`src/design/cts_pkg.sv`:
```
// ============================================================================
// Cosine series package
// Shared widths, fixed-point constants and the link word passed between the
// front end, the term cells and the result stage.
// ============================================================================
package cts_pkg;

   // Fraction bits of the working fixed-point format.
   localparam int WORK_FRAC = 48;
   // Fraction bits of the reduced angle (input angle times 256).
   localparam int RED_FRAC  = 32;

   // Port widths.
   localparam int ANGLE_W = 32;
   localparam int COS_W   = 32;

   // Angle reduction: magnitude of the angle scaled to Q.32, and the number of
   // restoring steps needed for a quotient below 32.
   localparam int RED_W     = 40;
   localparam int RED_STEPS = 5;
   localparam logic [RED_W-1:0] TWO_PI_Q32 = 40'd26986075409;

   // The reduced magnitude is below 2*pi in Q.32, so it fits in 35 bits.
   localparam int ROOT_W = 35;

   // Term magnitudes stay below 128, the square of the angle below 64, and
   // every partial sum below 512, all in Q.48.
   localparam int TERM_W = 55;
   localparam int X2_W   = 54;
   localparam int SUM_W  = 58;

   // Dividend width for the rounded division by a constant, and the width of
   // its reciprocal.
   localparam int NUM_W   = 62;
   localparam int RECIP_W = NUM_W + 1;

   // One word moving along the chain of term cells.
   typedef struct packed {
      logic                     valid;
      logic [TERM_W-1:0]        term;   // magnitude of the latest term
      logic [X2_W-1:0]          x2;     // square of the reduced angle
      logic signed [SUM_W-1:0]  sum;    // series sum without the latest term
   } cts_link_type;

endpackage

```
`src/design/cts_front.sv`:
```
// ============================================================================
// Cosine series front end
// Reduces the angle magnitude modulo 2*pi with one restoring step per stage,
// then squares the reduced magnitude in split partial products.
// ============================================================================
module cts_front
   import cts_pkg::*;
(
   input  logic               clock,
   input  logic               reset,
   input  logic               advance,
   input  logic               in_valid,
   input  logic [ANGLE_W-1:0] angle,
   output cts_link_type       link_out
);

   // Square splitting and rounding.
   localparam int ROOT_LO  = 18;
   localparam int ROOT_HI  = ROOT_W - ROOT_LO;
   localparam int SQ_W     = 2 * ROOT_W;
   localparam int SQ_SHIFT = 2 * RED_FRAC - WORK_FRAC;

   // Magnitude of the incoming angle; the sign never matters for cosine.
   logic [ANGLE_W-1:0] abs_angle_in;
   assign abs_angle_in = angle[ANGLE_W-1] ? (~angle + 1'b1) : angle;

   logic [RED_STEPS:0] red_valid_ff;
   logic [RED_W-1:0]   red_rem_ff [RED_STEPS+1];

   // Valid bits of the reduction stages and the squaring stages.
   logic sq_valid_ff;
   logic x2_valid_ff;

   always_ff @(posedge clock) begin
      if (reset) begin
         red_valid_ff <= '0;
         sq_valid_ff  <= 1'b0;
         x2_valid_ff  <= 1'b0;
      end else if (advance) begin
         red_valid_ff <= {red_valid_ff[RED_STEPS-1:0], in_valid};
         sq_valid_ff  <= red_valid_ff[RED_STEPS];
         x2_valid_ff  <= sq_valid_ff;
      end
   end

   // Capture the angle magnitude in Q.32.
   always_ff @(posedge clock) begin
      if (advance) begin
         red_rem_ff[0] <= {abs_angle_in, {(RED_W - ANGLE_W){1'b0}}};
      end
   end

   // One restoring step per stage, largest multiple of 2*pi first.
   for (genvar j = 1; j <= RED_STEPS; j++) begin : g_red
      localparam logic [RED_W-1:0] STEP_MOD = TWO_PI_Q32 << (RED_STEPS - j);
      logic [RED_W-1:0] rem_in;
      assign rem_in = (red_rem_ff[j-1] >= STEP_MOD) ? (red_rem_ff[j-1] - STEP_MOD)
                                                    : red_rem_ff[j-1];
      always_ff @(posedge clock) begin
         if (advance) begin
            red_rem_ff[j] <= rem_in;
         end
      end
   end

   // Square of the reduced magnitude as three partial products.
   logic [ROOT_W-1:0]          root;
   logic [ROOT_HI-1:0]         root_hi;
   logic [ROOT_LO-1:0]         root_lo;
   logic [2*ROOT_HI-1:0]       sq_hh_in, sq_hh_ff;
   logic [ROOT_W-1:0]          sq_hl_in, sq_hl_ff;
   logic [2*ROOT_LO-1:0]       sq_ll_in, sq_ll_ff;

   assign root     = red_rem_ff[RED_STEPS][ROOT_W-1:0];
   assign root_hi  = root[ROOT_W-1:ROOT_LO];
   assign root_lo  = root[ROOT_LO-1:0];
   assign sq_hh_in = root_hi * root_hi;
   assign sq_hl_in = root_hi * root_lo;
   assign sq_ll_in = root_lo * root_lo;

   always_ff @(posedge clock) begin
      if (advance) begin
         sq_hh_ff <= sq_hh_in;
         sq_hl_ff <= sq_hl_in;
         sq_ll_ff <= sq_ll_in;
      end
   end

   // Sum the partials and round the square to Q.48, half up.
   logic [SQ_W-1:0] sq_sum_in;
   logic [X2_W-1:0] x2_in, x2_ff;

   assign sq_sum_in = (SQ_W'(sq_hh_ff) << (2 * ROOT_LO))
                    + (SQ_W'(sq_hl_ff) << (ROOT_LO + 1))
                    + SQ_W'(sq_ll_ff)
                    + (SQ_W'(1) << (SQ_SHIFT - 1));
   assign x2_in = sq_sum_in[SQ_SHIFT +: X2_W];

   always_ff @(posedge clock) begin
      if (advance) begin
         x2_ff <= x2_in;
      end
   end

   // The series starts with a first term of one and an empty sum.
   assign link_out.valid = x2_valid_ff;
   assign link_out.term  = TERM_W'(1) << WORK_FRAC;
   assign link_out.x2    = x2_ff;
   assign link_out.sum   = '0;

   // The reduced angle always ends below 2*pi.
   a_reduced_range : assert property (@(posedge clock) disable iff (reset)
      red_valid_ff[RED_STEPS] |-> (red_rem_ff[RED_STEPS] < TWO_PI_Q32))
      else $error("reduced angle not below 2*pi");

endmodule

```
`config.mk`:
```
export PLATFORM = sky130hd
export DESIGN_NAME = cts_front
export DESIGN_NICKNAME = d
export VERILOG_FILES = /design/src/design/cts_pkg.sv /design/src/design/cts_front.sv
export SDC_FILE = /design/constraint.sdc
export NUM_CORES = 2
export LEC_CHECK = 0
export ABC_AREA = 0
export BUFFER_PORTS_ARGS = -buffer_cell sky130_fd_sc_hd__buf_4
export CORE_UTILIZATION = 39
export DETAILED_ROUTE_END_ITERATION = 16
export PLACE_DENSITY = 0.58
export SLEW_MARGIN = 20
export SYNTH_ARGS = -nofsm -noshare
export SYNTH_HDL_FRONTEND = slang
export SYNTH_SLANG_ARGS = --single-unit
export TNS_END_PERCENT = 1
```
`constraint.sdc`:
```
create_clock -name clock -period 7.32 [get_ports clock]
set_input_delay 1.098 -clock clock [delete_from_list [all_inputs] [get_ports clock]]
set_output_delay 1.098 -clock clock [all_outputs]
set_load 0.01 [all_outputs]
```
==> key figures <==
Run status
  – Status: finished clean

Synth
  – Top_reg_cell synth: edfxtp_1
  – Mapped cell area: about 46000 sq um
  – Post-synth cell types: 85
  – Asr flop ratio synth: 0%
  – Synth Area per Inst: 9.888 sq um
  – Seq cells post-synth: 366
  – Post-synth EDFFs: ~360
  – Post-synthesis sequential area ratio: 23.87%
  – Synth warnings: 0
  – Syn Inst Count: 4622

Layout
  – Multi-input gate area: between 30000 and 40000 sq um
  – Area Growth Syn to Fin: 7.967%
  – Final #Nets: about 5700
  – Reg area: ~11000 sq um
  – Layout Cells excl Fill: approximately 6200
  – Most frequent cells in the layout: inv_1, fa_1, nand2_1
  – Commonest non-fill, non-tap cell in the layout: inv_1
  – Antenna Cells: 0
  – Fillcell total: 11190
  – Ratio of cells with drive above 1 in the final layout: 5.906%

STA
  – Fin worst setup slack: 0.4535 ns
  – Slew HR: 40.96%
  – Unrepaired setup endpoints after global routing: false
  – Final Cycle Share: 93.80%
  – Fin. Hold Viols: 0
  – Worst-Margin Slew: approximately 0.9 ns
  – Setup TNS: 0 ns
  – Fin crit period: a little under 7 ns
  – Clk_skew: 0.03497 ns
  – Final setup fails: 0
  – Fmax: 145.6 MHz
  – Max Slew Vio Count: 0

Floorplan
  – Full die area: 118600 sq um
  – Initial core utilization: 39.33%
  – Die Span Y: 344.3 um
  – IO Pins: 204
  – Site Rows: 125
  – Core ar.: between 100000 and 150000 sq um
  – Die Width: between 300 and 400 um

Global route
  – Initial antenna violation count: 1
  – Vias in the first global route: 31220
  – Pin count of the biggest net entering global routing: 147
  – First-pass GRT wire length: 162300 um
  – Tot GR Track Use: 17.06%
  – GRT overflow: 0

Clock tree
  – Clock sinks: 366
  – Cts repair resizes: 0
  – Num CTS Buffers: 45
  – Later-pin clock latency in the skew report: 0.63 ns
  – Worst-case clock buffer depth: 3
  – CTS root buf: clkbuf_16
  – Htree depth: 2
  – CTS Hold Bufs: 0
  – CTS clk-pin slew, worst paths: 0.06 ns
  – CTS tree: built
  – Setup Buffers After CTS: 0

Drt
  – Initial DRT Pass Iterations: 7
  – Residual DRC count: 0
  – Wirelength per Cell: 15.77 um
  – Total wire length: ~98000 um
  – Via count: 30030
  – DR iter-0 viols: 1541
  – Vias/cell: just under 5
  – Post-route ant nets: 0

Job
  – Max cap viols: 0

Worst setup path
  – Crit-path cells: buf_4, and2_1, inv_1, fa_1, inv_1, fa_1, fa_1, fa_1, fa_1, inv_1, fa_1, inv_1, ha_1, a21oi_1, a2bb2oi_1, a21oi_1, a21oi_1, o21ai_0, a21oi_1, o21bai_1, a21oi_1, xnor2_1
  – Buf+Inv Stages, Crit Path: 5
  – Critical-path top delay cell: edfxtp_1
  – CP Launch Type: flop
  – CP most frequent cell: fa_1
  – Family with the most delay on the worst path: adder cells
  – Crit-path max FO: 17
  – Critical path endpoint category: flop
  – Critical Path Max Stage Delay: approximately 0.85 ns
  – Crit path kind: reg2reg
  – Required time of the critical path: 7.70 ns
  – Arrival time worst endpoint: 7.25 ns

Placement
  – Placement Setup Slack: ~0.5 ns
  – DP Cell Count: 6150
  – Dpl hpwl: 79160 um
  – PortBufs: 90
  – RePlAce Congestion: 0.8994

Worst hold path
  – Hold WC Path Type: reg2reg
[cell type report]
class                      count  share of cell area, %
inverter                     899                  6.839
clock inverter                24                 0.5477
timing repair buffer         168                  2.749
sequential                   366                  22.11
multi-input combinational   3193                  61.51
tap                         1524                  3.864
clock buffer                  57                  2.373
[kinds of logic (layout without fill, tap and decap cells)]
kind of cell / count (synthesis) / after routing / share of synthesized area [%]
buf+inv: 1174 / 1148 / 10.63
flops: 366 / 366 / 23.87
mux: 21 / 21 / 0.4846
compound gates: 486 / 486 / 7.061
simple gates: 1224 / 1224 / 13.03
fa+ha+maj: 1021 / 1021 / 38.61
xor+xnor: 328 / 328 / 6.286
other cells: 2 / 113 / 0.01643
[registers in the layout (all words and copies together), names as in the netlist]
name,flops
sq_hl_ff,35
red_valid_ff,6
x2_valid_ff,1
sq_valid_ff,1
sq_hh_ff,33
sq_ll_ff,21
x2_ff,54
red_rem_ff,215
[layer usage]
| metal | track usage [%] | vias to the layer above | wire length, um |
|---|---|---|---|
| met5 | 0 | - | 0 |
| met4 | 4.535 | 0 | 2143 |
| met3 | 2.420 | 124 | 5030 |
| met2 | 28.11 | 720 | 46020 |
| met1 | 23.46 | 14680 | 45080 |
| li1 | - | 14510 | - |
[synth_stat cells (all sizes together), types with 12 or more instances]
cell / count / area share [%]
xnor2: 224 / 4.3
xor2: 104 / 2.0
a21o: 77 / 1.3
nand2b: 31 / 0.44
nand4: 28 / 0.38
nand2: 496 / 4.1
inv: 899 / 7.4
nor3: 37 / 0.41
o211ai: 14 / 0.23
a31oi: 16 / 0.23
nand3: 61 / 0.67
buf: 132 / 2.1
nor2b: 33 / 0.45
o21bai: 14 / 0.23
nor2: 174 / 1.4
a211oi: 19 / 0.32
and2: 252 / 3.4
o31ai: 14 / 0.25
o21a: 28 / 0.46
ha: 372 / 10
clkbuf: 143 / 1.2
mux2i: 12 / 0.26
fa: 649 / 28
and3: 35 / 0.48
edfxtp: 358 / 24
or3: 16 / 0.25
o21ai: 87 / 0.97
a21oi: 135 / 1.5
[path summary, 6_finish.rpt]
check / startpoint / end / slack [ns] / depth (start not counted)
min: red_rem_ff[0][8] / red_rem_ff[1][8] / 0.44 / 0
min reg2reg: red_rem_ff[0][8] / red_rem_ff[1][8] / 0.44 / 0
max reg2reg: red_rem_ff[5][24] / sq_hh_ff[26] / 0.45 / 22
max: red_rem_ff[5][24] / sq_hh_ff[26] / 0.45 / 22
[through the flow]
stage	util, %	instance area [sq um]	hold slack, ns
2_1_floorplan	-	46120	0.4003
3_5_place_dp	41.22	47900	0.4242
6_report	42.46	49340	0.4385
5_1_grt	42.46	49340	0.4583
3_3_place_gp	41.22	47900	0.4058
4_1_cts	42.46	49340	0.4384
Power is not shown: default switching activity piles up to over one toggle a cycle in this logic, so the estimate is an artifact.
