===== config.mk =====
export PLATFORM = sky130hd
export DESIGN_NAME = cts_result
export DESIGN_NICKNAME = d
export VERILOG_FILES = /design/src/design/cts_pkg.sv /design/src/design/cts_result.sv
export SDC_FILE = /design/constraint.sdc
export NUM_CORES = 1
export LEC_CHECK = 0
export BUFFER_PORTS_ARGS = -buffer_cell sky130_fd_sc_hd__buf_4
export CAP_MARGIN = 15
export CORE_MARGIN = 2
export CORE_UTILIZATION = 62
export CTS_CLUSTER_DIAMETER = 40
export DETAILED_ROUTE_END_ITERATION = 12
export GPL_TIMING_DRIVEN = 0
export PLACE_DENSITY = 0.93
export SLEW_MARGIN = 20
export SYNTH_ARGS = -nofsm -noshare
export SYNTH_HDL_FRONTEND = slang
export SYNTH_SLANG_ARGS = --single-unit

===== constraint.sdc =====
create_clock -name clock -period 12.55 [get_ports clock]
set_clock_uncertainty 0.1 [all_clocks]
set_input_delay 0.6275 -clock clock [delete_from_list [all_inputs] [get_ports clock]]
set_output_delay 0.6275 -clock clock [all_outputs]
set_load 0.005 [all_outputs]

===== src/design/cts_pkg.sv =====
// ============================================================================
// Cosine series package
// Shared widths, fixed-point constants and the link word passed between the
// front end, the term cells and the result stage.
// ============================================================================
package cts_pkg;

   // Fraction bits of the working fixed-point format.
   localparam int WORK_FRAC = 48;
   // Fraction bits of the reduced angle (input angle times 256).
   localparam int RED_FRAC  = 32;

   // Port widths.
   localparam int ANGLE_W = 32;
   localparam int COS_W   = 32;

   // Angle reduction: magnitude of the angle scaled to Q.32, and the number of
   // restoring steps needed for a quotient below 32.
   localparam int RED_W     = 40;
   localparam int RED_STEPS = 5;
   localparam logic [RED_W-1:0] TWO_PI_Q32 = 40'd26986075409;

   // The reduced magnitude is below 2*pi in Q.32, so it fits in 35 bits.
   localparam int ROOT_W = 35;

   // Term magnitudes stay below 128, the square of the angle below 64, and
   // every partial sum below 512, all in Q.48.
   localparam int TERM_W = 55;
   localparam int X2_W   = 54;
   localparam int SUM_W  = 58;

   // Dividend width for the rounded division by a constant, and the width of
   // its reciprocal.
   localparam int NUM_W   = 62;
   localparam int RECIP_W = NUM_W + 1;

   // One word moving along the chain of term cells.
   typedef struct packed {
      logic                     valid;
      logic [TERM_W-1:0]        term;   // magnitude of the latest term
      logic [X2_W-1:0]          x2;     // square of the reduced angle
      logic signed [SUM_W-1:0]  sum;    // series sum without the latest term
   } cts_link_type;

endpackage


===== src/design/cts_result.sv =====
// ============================================================================
// Cosine series result stage
// Adds the last term, rounds the sum to the output format with saturation
// to plus or minus one, and holds finished words in a two-entry queue.
// ============================================================================
module cts_result
   import cts_pkg::*;
#(
   parameter int SERIES_TERMS  = 16,
   parameter int OUT_FRAC_BITS = 30
)
(
   input  logic             clock,
   input  logic             reset,
   input  cts_link_type     link_in,
   output logic             advance,
   output logic             rsp_tvalid,
   input  logic             rsp_tready,
   output logic [COS_W-1:0] rsp_tdata
);

   localparam bit LAST_NEG = (SERIES_TERMS % 2) == 1;
   localparam int R_SHIFT  = WORK_FRAC - OUT_FRAC_BITS;
   localparam int RND_W    = SUM_W - R_SHIFT;
   localparam int QS_W     = OUT_FRAC_BITS + 1;
   localparam logic [RND_W-1:0] SAT_LIM = RND_W'(1) << OUT_FRAC_BITS;
   localparam logic signed [COS_W-1:0] COS_MAX = COS_W'(1) << OUT_FRAC_BITS;
   localparam logic signed [COS_W-1:0] COS_MIN = -COS_MAX;

   logic f1_valid_ff, f2_valid_ff, f3_valid_ff;
   logic [1:0] count_ff;
   logic push, pop;

   // The pipeline holds only when a finished word has nowhere to go.
   assign advance = !(f3_valid_ff && (count_ff == 2'd2));
   assign push    = advance && f3_valid_ff;
   assign pop     = (count_ff != 2'd0) && rsp_tready;

   always_ff @(posedge clock) begin
      if (reset) begin
         f1_valid_ff <= 1'b0;
         f2_valid_ff <= 1'b0;
         f3_valid_ff <= 1'b0;
      end else if (advance) begin
         f1_valid_ff <= link_in.valid;
         f2_valid_ff <= f1_valid_ff;
         f3_valid_ff <= f2_valid_ff;
      end
   end

   // Fold in the last term, take the magnitude, then round and saturate.
   logic signed [SUM_W-1:0] last_term_s;
   logic signed [SUM_W-1:0] sum_in, f1_sum_ff;
   logic [SUM_W-1:0]        mag_in, f2_mag_ff;
   logic                    f2_neg_ff, f3_neg_ff;
   logic [SUM_W-1:0]        round_sum_in;
   logic [RND_W-1:0]        rounded_in;
   logic [QS_W-1:0]         quant_in, f3_q_ff;

   assign last_term_s  = $signed(SUM_W'(link_in.term));
   assign sum_in       = LAST_NEG ? (link_in.sum - last_term_s) : (link_in.sum + last_term_s);
   assign mag_in       = f1_sum_ff[SUM_W-1] ? SUM_W'(-f1_sum_ff) : SUM_W'(f1_sum_ff);
   assign round_sum_in = f2_mag_ff + (SUM_W'(1) << (R_SHIFT - 1));
   assign rounded_in   = round_sum_in[SUM_W-1:R_SHIFT];
   assign quant_in     = (rounded_in > SAT_LIM) ? SAT_LIM[QS_W-1:0] : rounded_in[QS_W-1:0];

   always_ff @(posedge clock) begin
      if (advance) begin
         f1_sum_ff <= sum_in;
         f2_mag_ff <= mag_in;
         f2_neg_ff <= f1_sum_ff[SUM_W-1];
         f3_q_ff   <= quant_in;
         f3_neg_ff <= f2_neg_ff;
      end
   end

   // Two-entry output queue.
   logic [COS_W-1:0] cos_in;
   logic [COS_W-1:0] queue_ff [2];
   logic             wr_ptr_ff, rd_ptr_ff;

   assign cos_in = f3_neg_ff ? (COS_W'(0) - COS_W'(f3_q_ff)) : COS_W'(f3_q_ff);

   always_ff @(posedge clock) begin
      if (reset) begin
         count_ff  <= 2'd0;
         wr_ptr_ff <= 1'b0;
         rd_ptr_ff <= 1'b0;
      end else begin
         count_ff <= count_ff + {1'b0, push} - {1'b0, pop};
         if (push) begin
            wr_ptr_ff <= !wr_ptr_ff;
         end
         if (pop) begin
            rd_ptr_ff <= !rd_ptr_ff;
         end
      end
   end

   always_ff @(posedge clock) begin
      if (push) begin
         queue_ff[wr_ptr_ff] <= cos_in;
      end
   end

   assign rsp_tvalid = (count_ff != 2'd0);
   assign rsp_tdata  = queue_ff[rd_ptr_ff];

   // The queue never holds more than two words.
   a_queue_bound : assert property (@(posedge clock) disable iff (reset)
      count_ff != 2'd3)
      else $error("output queue overflow");

   // A word blocked by a full queue waits unchanged in the last stage.
   a_stall_holds : assert property (@(posedge clock) disable iff (reset)
      (f3_valid_ff && (count_ff == 2'd2)) |=>
         (f3_valid_ff && $stable(f3_q_ff) && $stable(f3_neg_ff)))
      else $error("stalled word lost or changed");

   // Every delivered cosine lies within plus or minus one.
   a_cos_range : assert property (@(posedge clock) disable iff (reset)
      rsp_tvalid |-> (($signed(rsp_tdata) <= COS_MAX) && ($signed(rsp_tdata) >= COS_MIN)))
      else $error("cosine beyond plus or minus one");

endmodule


==> flow_summary.json, run 1 <==
{
  "outcome": "finished clean",
  "vias": 9610,
  "grt_pass1_vias": 9339,
  "synth_top_area_share_pct": 47.0,
  "critPathRequiredTime_ns": 12.77,
  "cts.repair.resized": 0,
  "hold_buffers": 0,
  "syn2layout_area_growth_pct": 17.0,
  "pin_count": 205,
  "leakagePower_nw": 5.86,
  "path_clk_slew_ns": 0.06,
  "postSynthRegisterBits": 204,
  "synth.yosys.seq_area_share_pct": 48.3,
  "clk_latency_ns": 0.48,
  "final_antenna_net_count": 0,
  "final_cells": 1623,
  "synth_cell_types": 63,
  "ys.flop_type": "edfxtp_1",
  "worstSetupStartpointType": "flop",
  "worst-slew-pin-transition_ns": 0.981,
  "grt_pass1_wl_um": 42600,
  "grt_max_degree": 33,
  "routabilityCongestion": 0.915,
  "routed_via_density": 5.92,
  "cap_violations": 0,
  "hold_depth": 3,
  "cts_inserted_buffers": 19,
  "die_area_sq_um": 21400,
  "initial_core_util_pct": 63.7,
  "cts_buffer_depth": 3,
  "hold_viol": 0,
  "hold_path_end": "f1_valid_ff",
  "setup_viol": 0,
  "netlist_area_sq_um": 12500,
  "crit_top_cell": "nor3_1",
  "yosys.cell_count.top_type": "edfxtp_1",
  "nets": 1580,
  "cpMaxStageDelayCell": "nor3_1",
  "critPathTopFamily": "simple AND/OR/NAND/NOR gates",
  "power_mw": 2.10,
  "reg2reg_to": "f3_q_ff[12]",
  "drc_errors": 0,
  "synth_area_leaders": "edfxtp_1, xnor2_1, ha_1, a21oi_1, mux2_2",
  "synth_common_cells": "edfxtp_1, xnor2_1, nand2_1, nor2_1, a21oi_1",
  "synthCells": 1170,
  "avgRoutedWirePerCell_um": 15.5,
  "worst_slack_ns": 8.54,
  "period_minus_slack_ns": 4.01,
  "fmax_mhz": 249,
  "slew_violations": 0,
  "endpoint_kind": "flop",
  "yosysTopAreaCell": "edfxtp_1",
  "dpl.cell_count": 1593,
  "reg2regPathDepth": 12,
  "synth-edff-count": 196,
  "diodes": 0,
  "synthArstFlopShare_pct": 0,
  "max-slew-margin-rel_pct": 32.9,
  "place_area_sq_um": 14100,
  "min_from": "link_in[167]",
  "cts_tree": "yes",
  "drtIter0Drc": 540,
  "syn_avg_cell_area_sq_um": 10.7,
  "drive_gt1_share_pct": 16.9,
  "worst-path-max-fanout": 10,
  "final_area_sq_um": 14600,
  "crit_arrival_ns": 4.23,
  "io_buffers": 149,
  "ir_drop_mv": 0.0786,
  "dp_hpwl_um": 19200,
  "chipHeight_um": 146,
  "die_w_um": 146,
  "antenna_found_initial": 0,
  "rows": 51,
  "r2r_slack_ns": 8.54,
  "overflow": 0,
  "cpPeakStageDelay_ns": 0.67,
  "period_share_pct": 32.0,
  "worst-path-buf-inv": 2,
  "crit_type": "reg -> reg",
  "synth_fp_nets": 1401,
  "post_cts_buffers": 0,
  "p_per_area_nw_per_um2": 144,
  "cts_root_buf": "clkbuf_16",
  "crit_chain": "clkbuf_1 -> nand4_1 -> nor3_1 -> nand2_1 -> nor3_1 -> and3_1 -> o211ai_1 -> o21a_1 -> nor4_1 -> o21ai_1 -> buf_2 -> nor2_1",
  "worstReg2RegStart": "f2_mag_ff[19]",
  "clkSinkCount": 204,
  "grtUsageTotal_pct": 23.4,
  "post-place-ws_ns": 8.28,
  "tns_ns": 0,
  "ys_warn_count": 0,
  "first_pass_iters": 4,
  "grt_setup_unrepaired": "no",
  "hold_class": "in -> reg",
  "htreeDepth": 1,
  "core_area_sq_um": 19700,
  "wl_um": 25200
}
==> tightest hold or removal path, cell delays in order <==
cell and delay [ns]:
buf_4 0.08, mux2i_1 0.05, nor2_1 0.07
==> per-stage QoR <==
stage / utilization (%) / hold WS [ns]
floorplan: - / 0.300
CTS: 74.5 / 0.272
detailed placement: 71.7 / 0.334
finish: 74.5 / 0.288
global route: 74.5 / 0.318
global placement: 71.1 / 0.343
==> cell usage in the layout (no fill, tap or decap), drive strengths merged, types with 9 or more instances in the layout <==
cell type / count
or4: 11
o21ai: 60
o211ai: 10
and3: 23
mux2i: 9
nand2b: 18
ha: 59
a21o: 40
inv: 20
nor2: 81
nor2b: 13
edfxtp: 196
nor4: 11
a21oi: 76
nand2: 94
a31oi: 9
xnor2: 115
mux2: 33
xor2: 39
nor3: 22
clkbuf: 63
nand4: 23
buf: 164
o31ai: 20
or3: 16
o21a: 12
nand3: 27
==> metal layers <==
layer | GRT usage [%] | part of all wire (%)
met1 | 29.5 | 41
met2 | 42.4 | 51
met3 | 2.63 | 5.2
met4 | 7.52 | 2.6
met5 | 0 | 0
==> worst max-delay path by stage <==
stage	start	endpoint	slack, ns	cells past startpoint
floorplan	count_ff[0]	f1_sum_ff[0]	7.56	1
global placement	count_ff[0]	advance	6.41	2
detailed placement	link_in[118]	f1_sum_ff[57]	8.28	12
CTS	f2_mag_ff[19]	f3_q_ff[12]	8.62	11
global route	f2_mag_ff[19]	f3_q_ff[12]	8.14	11
finish	f2_mag_ff[19]	f3_q_ff[12]	8.54	12
==> power by group <==
group | switching [mW] | leakage [nW] | internal, mW
logic | 0.302 | 3.49 | 0.289
clock network | 0.220 | 0.272 | 0.296
registers | 0.102 | 2.10 | 0.894
==> sequential cells by signal (all words and copies together) (netlist names), named ones only <==
register,flops
f2_valid_ff,1
wr_ptr_ff,1
f3_valid_ff,1
count_ff,2
f2_mag_ff,41
f3_neg_ff,1
f1_sum_ff,58
queue_ff,64
f1_valid_ff,1
rd_ptr_ff,1
f3_q_ff,31
f2_neg_ff,1
==> kinds of logic after synthesis <==
family                     count (synthesis)  synth area share [%]
adders and majority gates                 60                  6.05
DFF                                      204                  48.3
AOI/OAI and AO/OA                        277                  14.2
buffers and inverters                     67                  2.03
and+or+nand+nor                          366                  14.9
muxes                                     42                  3.69
xor gates and xnor gates                 154                  10.8
==> area by class of cell <==
class | count | area (sq um)
tap | 265 | 332
fill | 1317 | 5010
clock buffer | 22 | 487
multi-input combinational | 899 | 6230
clock inverter | 8 | 65.1
timing repair buffer | 158 | 1230
sequential | 204 | 6050
buffer | 47 | 179
inverter | 20 | 75.1
Power figures use the tool's default switching activity.
==> inputs of run 2 (changes only) <==
ABC_AREA = 1   (was unset)
CORE_UTILIZATION = 59   (was 62)
PLACE_DENSITY = 0.88   (was 0.93)
clock period = 3.9 ns   (was 12.55 ns; I/O delays follow)
==> run 2 against run 1 <==
Compared with the run above:
- clock power grew to 4.1 times the previous value
- first-iteration DRC count is 45% higher
- count of clock-buffer cells in the layout grew 5
- largest cell class unchanged
- routed wire length increased by 60%
- register-to-register slack worse by 7.6 ns
- utilization decreased by 3.5 points
- sequential power increased to 3.2 times the previous value
- critical path depth increased by 3
==> flow_summary.json, run 2 <==
{
  "outcome": "finished clean",
  "hold_viol": 0,
  "die_area_sq_um": 25400,
  "largest_register_ffs": 64,
  "cts.repair.resized": 0,
  "final_cell_mix": "nand2_1, nor2_1, inv_1",
  "overflow": 0,
  "pin_count": 205,
  "endpoint_kind": "flop",
  "max-slew-margin-rel_pct": 32.6,
  "hold_class": "in -> reg",
  "cts_buffer_depth": 3,
  "ys.flop_type": "edfxtp_1",
  "crit_type": "in -> reg",
  "reg_top3": "queue_ff x64, f1_sum_ff x58, f2_mag_ff x41",
  "grt_setup_unrepaired": "no",
  "chipHeight_um": 160,
  "grtUsageTotal_pct": 31.4,
  "setup_viol": 0,
  "synth_cell_types": 40,
  "cts_inserted_buffers": 22,
  "period_minus_slack_ns": 2.98,
  "synthCells": 1796,
  "final_antenna_net_count": 0,
  "drc_errors": 0,
  "cts_tree": "yes",
  "initial_core_util_pct": 60.4,
  "nets": 2216,
  "drtIter0Drc": 784,
  "regMostFlops": "queue_ff",
  "routed_via_density": 5.56,
  "die_w_um": 160,
  "grt_max_degree": 56,
  "postSynthRegisterBits": 204,
  "clkSinkCount": 204,
  "vias": 12900,
  "tns_ns": 0,
  "routabilityCongestion": 0.993,
  "ys_warn_count": 0,
  "period_share_pct": 76.4,
  "fmax_mhz": 335,
  "rows": 56,
  "grt_pass1_vias": 12700,
  "final_cells": 2320,
  "grt_pass1_wl_um": 63100,
  "diodes": 0,
  "clk_latency_ns": 0.51,
  "synth_area_leaders": "edfxtp_1, nand2_1, nor2_1, inv_1, xor2_1",
  "drive_gt1_share_pct": 13.8,
  "synth-edff-count": 196,
  "slew_violations": 0,
  "crit_top_cell": "nand2_1",
  "yosys.cell_count.top_type": "nand2_1",
  "first_pass_iters": 5,
  "yosysTopAreaCell": "edfxtp_1",
  "io_buffers": 149,
  "synth_top_area_share_pct": 41.2,
  "cpPeakStageDelay_ns": 0.53,
  "critPathRequiredTime_ns": 4.05,
  "worst-slew-pin-transition_ns": 1.00,
  "leakagePower_nw": 7.24,
  "cap_violations": 0,
  "synth_common_cells": "nand2_1, nor2_1, inv_1, edfxtp_1, a21oi_1",
  "crit_chain": "dlygate4sd3_1 -> buf_4 -> ha_1 -> fa_1 -> nand3_1 -> nand2_1 -> nand2_1 -> o211ai_1 -> a21o_1 -> nand2_1 -> nand2_1 -> a21oi_1 -> inv_1 -> nand2_1 -> nand2_1",
  "avgRoutedWirePerCell_um": 17.4,
  "worstSetupStartpointType": "input pin",
  "fin_hold_ws_ns": 0.134,
  "final_area_sq_um": 16800,
  "synth.yosys.seq_area_share_pct": 42.4,
  "syn_avg_cell_area_sq_um": 7.95,
  "final_common_cell": "nand2_1",
  "core_area_sq_um": 23600,
  "place_area_sq_um": 15900,
  "p_per_area_nw_per_um2": 461,
  "wl_um": 40300,
  "dpl.cell_count": 2268,
  "syn2layout_area_growth_pct": 17.6,
  "worst-path-max-fanout": 4,
  "ir_drop_mv": 0.285,
  "cpMaxStageDelayCell": "dlygate4sd3_1",
  "crit_arrival_ns": 3.13,
  "synthArstFlopShare_pct": 0,
  "dp_hpwl_um": 32500,
  "antenna_found_initial": 0,
  "synth_fp_nets": 2027,
  "htreeDepth": 1,
  "cts_root_buf": "clkbuf_16",
  "netlist_area_sq_um": 14300,
  "path_clk_slew_ns": 0.06
}
-- run 2: cell type report --
cell class	count	area, sq um
clock inverters	13	191
inverters	234	878
clock buffers	27	569
plain buffers	15	78.8
fillers	1773	6830
well taps	319	399
repair buffers	165	1330
flip-flops and latches	204	6050
multi-input cells	1343	7290
-- run 2: metal layers --
layer / GRT usage, % / part of all wire (%) / routed length (um) / up-vias
li1: - / - / - / 6324
met1: 33.3 / 36 / 14400 / 5839
met2: 57.5 / 50 / 20300 / 581
met3: 2.74 / 5.5 / 2230 / 166
met4: 24.2 / 8.4 / 3400 / 0
met5: 0 / 0 / 0 / -
-- run 2: cell families after synthesis --
| family | Yosys count | synth area share, % |
|---|---|---|
| AND/OR/NAND/NOR | 904 | 27.0 |
| buffers and inverters | 249 | 6.71 |
| AO/OA/AOI/OAI | 223 | 8.47 |
| flip-flops | 204 | 42.4 |
| XOR/XNOR | 124 | 7.61 |
| adder cells (fa/ha/maj) | 60 | 5.31 |
| multiplexers | 32 | 2.53 |
-- run 2: through the flow --
| step | utilization, % | power [mW] | setup WS [ns] |
|---|---|---|---|
| 2_1_floorplan | - | 4.76 | 0.619 |
| 3_3_place_gp | 66.9 | 5.46 | -0.0736 |
| 3_5_place_dp | 67.3 | 5.54 | 1.06 |
| 4_1_cts | 71.1 | 7.70 | 1.03 |
| 5_1_grt | 71.1 | 8.15 | 0.825 |
| 6_report | 71.1 | 7.74 | 0.919 |
-- run 2: power breakdown --
group / internal [mW] / switching, mW / total (mW)
clock network: 1.27 / 0.863 / 2.13
registers: 2.90 / 0.318 / 3.22
logic: 0.905 / 1.48 / 2.39
total: 5.08 / 2.66 / 7.74
-- run 2: final timing paths --
path                                        end  slack [ns]  cells after the start          from
worst max register to register  queue_ff[1][28]        0.93                     12    f3_q_ff[1]
worst min register to register      f3_valid_ff        0.35                      2   f2_valid_ff
worst min-delay path              f1_sum_ff[50]        0.13                      3  link_in[162]
worst max-delay path              f1_sum_ff[36]        0.92                     15  link_in[112]
-- run 2: repair_timing --
| action | CTS | global route |
|---|---|---|
| hold buffers | 12 | 0 |
| endpoints found under the hold margin | 11 | 0 |
| setup buffers | 0 | 0 |
-- run 2: critical path: cells and delay by family --
family          cells  cell delay, ns
simple gates        7            0.72
compound gates      3            0.79
fa+ha+maj           2            0.69
buf+inv             3            0.73
==> inputs of run 3 (changes only) <==
ABC_AREA = 0   (was 1)
CORE_UTILIZATION = 52   (was 59)
PLACE_DENSITY = 0.83   (was 0.88)
clock period = 2.7 ns   (was 3.9 ns; I/O delays follow)
==> run 3 against run 2 <==
Compared with the run above:
- the flow now finishes with violations (negative setup slack)
- first-iteration DRC count shrank 38%
- critical path depth shrank 5
- clock power up 42%
- die area decreased by 0.41%
- critical endpoint is now f2_mag_ff[56]
==> flow_summary.json, run 3 (synthesis results as in run 1) <==
{
  "outcome": "complete, but fails checks",
  "violations": "negative setup slack",
  "core_area_sq_um": 23500,
  "avgRoutedWirePerCell_um": 16.2,
  "critPathRequiredTime_ns": 2.84,
  "cts_root_buf": "clkbuf_16",
  "worst-path-max-fanout": 4,
  "die_w_um": 159,
  "fmax_mhz": 280,
  "largest_register_ffs": 64,
  "diodes": 0,
  "pin_count": 205,
  "period_share_pct": 132,
  "period_minus_slack_ns": 3.57,
  "antenna_found_initial": 0,
  "grt_pass1_wl_um": 45500,
  "clkSinkCount": 204,
  "regMostFlops": "queue_ff",
  "final_antenna_net_count": 0,
  "reg2regPathDepth": 10,
  "hold_depth": 3,
  "slew_violations": 0,
  "crit_arrival_ns": 3.72,
  "grtUsageTotal_pct": 21.1,
  "chipHeight_um": 159,
  "cts_tree": "yes",
  "grt_pass1_vias": 9898,
  "first_pass_iters": 7,
  "leakagePower_nw": 6.81,
  "drive_gt1_share_pct": 34.0,
  "final_common_cell": "buf_4",
  "hold_viol": 0,
  "nFillCells": 1592,
  "final_area_sq_um": 17000,
  "reg_top3": "queue_ff x64, f1_sum_ff x58, f2_mag_ff x41",
  "cap_violations": 0,
  "initial_core_util_pct": 53.2,
  "fin_hold_ws_ns": 0.0386,
  "routabilityCongestion": 0.913,
  "clk_latency_ns": 0.51,
  "post-place-ws_ns": -0.949,
  "dp_hpwl_um": 19200,
  "routed_via_density": 5.65,
  "syn2layout_area_growth_pct": 35.7,
  "ir_drop_mv": 0.391,
  "wl_um": 28900,
  "vias": 10100,
  "io_buffers": 149,
  "tns_ns": -30.61,
  "worstSetupStartpointType": "flop",
  "drc_errors": 0,
  "crit_type": "reg -> reg",
  "cts_inserted_buffers": 23,
  "hold_class": "in -> reg",
  "htreeDepth": 1,
  "worst_slack_ns": -0.874,
  "grt_setup_unrepaired": "yes",
  "final_cell_mix": "buf_4, edfxtp_1, xnor2_1",
  "place_area_sq_um": 14500,
  "die_area_sq_um": 25300,
  "p_per_area_nw_per_um2": 668,
  "drtIter0Drc": 489,
  "nets": 1676,
  "path_clk_slew_ns": 0.06,
  "endpoint_kind": "flop",
  "grt_max_degree": 33,
  "overflow": 0,
  "cts_buffer_depth": 3,
  "worst-slew-pin-transition_ns": 0.834,
  "max-slew-margin-rel_pct": 44.0,
  "setup_viol": 86,
  "rows": 56
}
==> run 3: cell types whose count changed in the layout (fill, tap and decap cells not counted), sizes merged, moves of 17 or more <==
cell    previous run  this run
xnor2             37       115
xor2              87        39
nand2            422        94
a21o               9        40
o31ai              3        20
nor2             314        81
buf              160       253
inv              233        25
nand2b             0        18
o21ai             85        61
and3               1        23
nand3             74        27
a21oi             99        76
clkbuf            35        59
==> run 3: area by class of cell <==
type	instances	area, sq um	area share [%]
inverters	20	75.1	0.442
repair buffers	256	2120	12.5
multi-input cells	900	7430	43.7
flip-flops and latches	204	6050	35.6
plain buffers	40	180	1.06
clock inverters	16	160	0.942
clock buffers	26	587	3.45
well taps	319	399	2.35
==> run 3: critical path, cell delays in order (launching register included) <==
cell      delay (ns)
edfxtp_1        0.37
nor4_2          0.30
and4_1          0.27
nand4b_1        0.16
or3_4           0.38
and4bb_2        0.37
nand3_4         0.09
or3_4           0.37
or4_4           0.49
o41ai_4         0.28
xnor2_1         0.13
==> run 3: path summary, 6_finish.rpt <==
| path | from | endpoint | slack [ns] |
|---|---|---|---|
| max | f1_sum_ff[8] | f2_mag_ff[56] | -0.87 |
| min | link_in[119] | f1_sum_ff[7] | 0.04 |
| max reg2reg | f1_sum_ff[8] | f2_mag_ff[56] | -0.87 |
| min reg2reg | f2_valid_ff | f3_valid_ff | 0.36 |
==> run 3: power by group <==
group	internal, mW	switching, mW
sequential	4.16	0.515
clock	1.78	1.24
combinational	1.82	1.84
==> run 3: timing repair <==
action,4_1_cts,5_1_grt
hold endpoints to repair,13,0
gates resized for setup,130,101
pin swaps,41,45
setup buffers,54,36
cloned,3,0
hold buffers,10,0
endpoints found under the setup margin,84,110
==> run 3: metal layers <==
layer	routed length, um	up-vias	track usage [%]
met4	1110	0	8.39
li1	-	4966	-
met5	0	-	0
met3	1370	87	2.27
met2	14700	346	38.5
met1	11700	4663	25.6
==> run 3: metrics by stage <==
step,power [mW],std cells,utilization (%)
floorplan,6.64,1170,-
finish,11.4,1781,72.2
global route,11.9,1781,72.2
global placement,7.42,1638,60.9
detailed placement,7.52,1647,61.4
CTS,11.0,1754,69.2
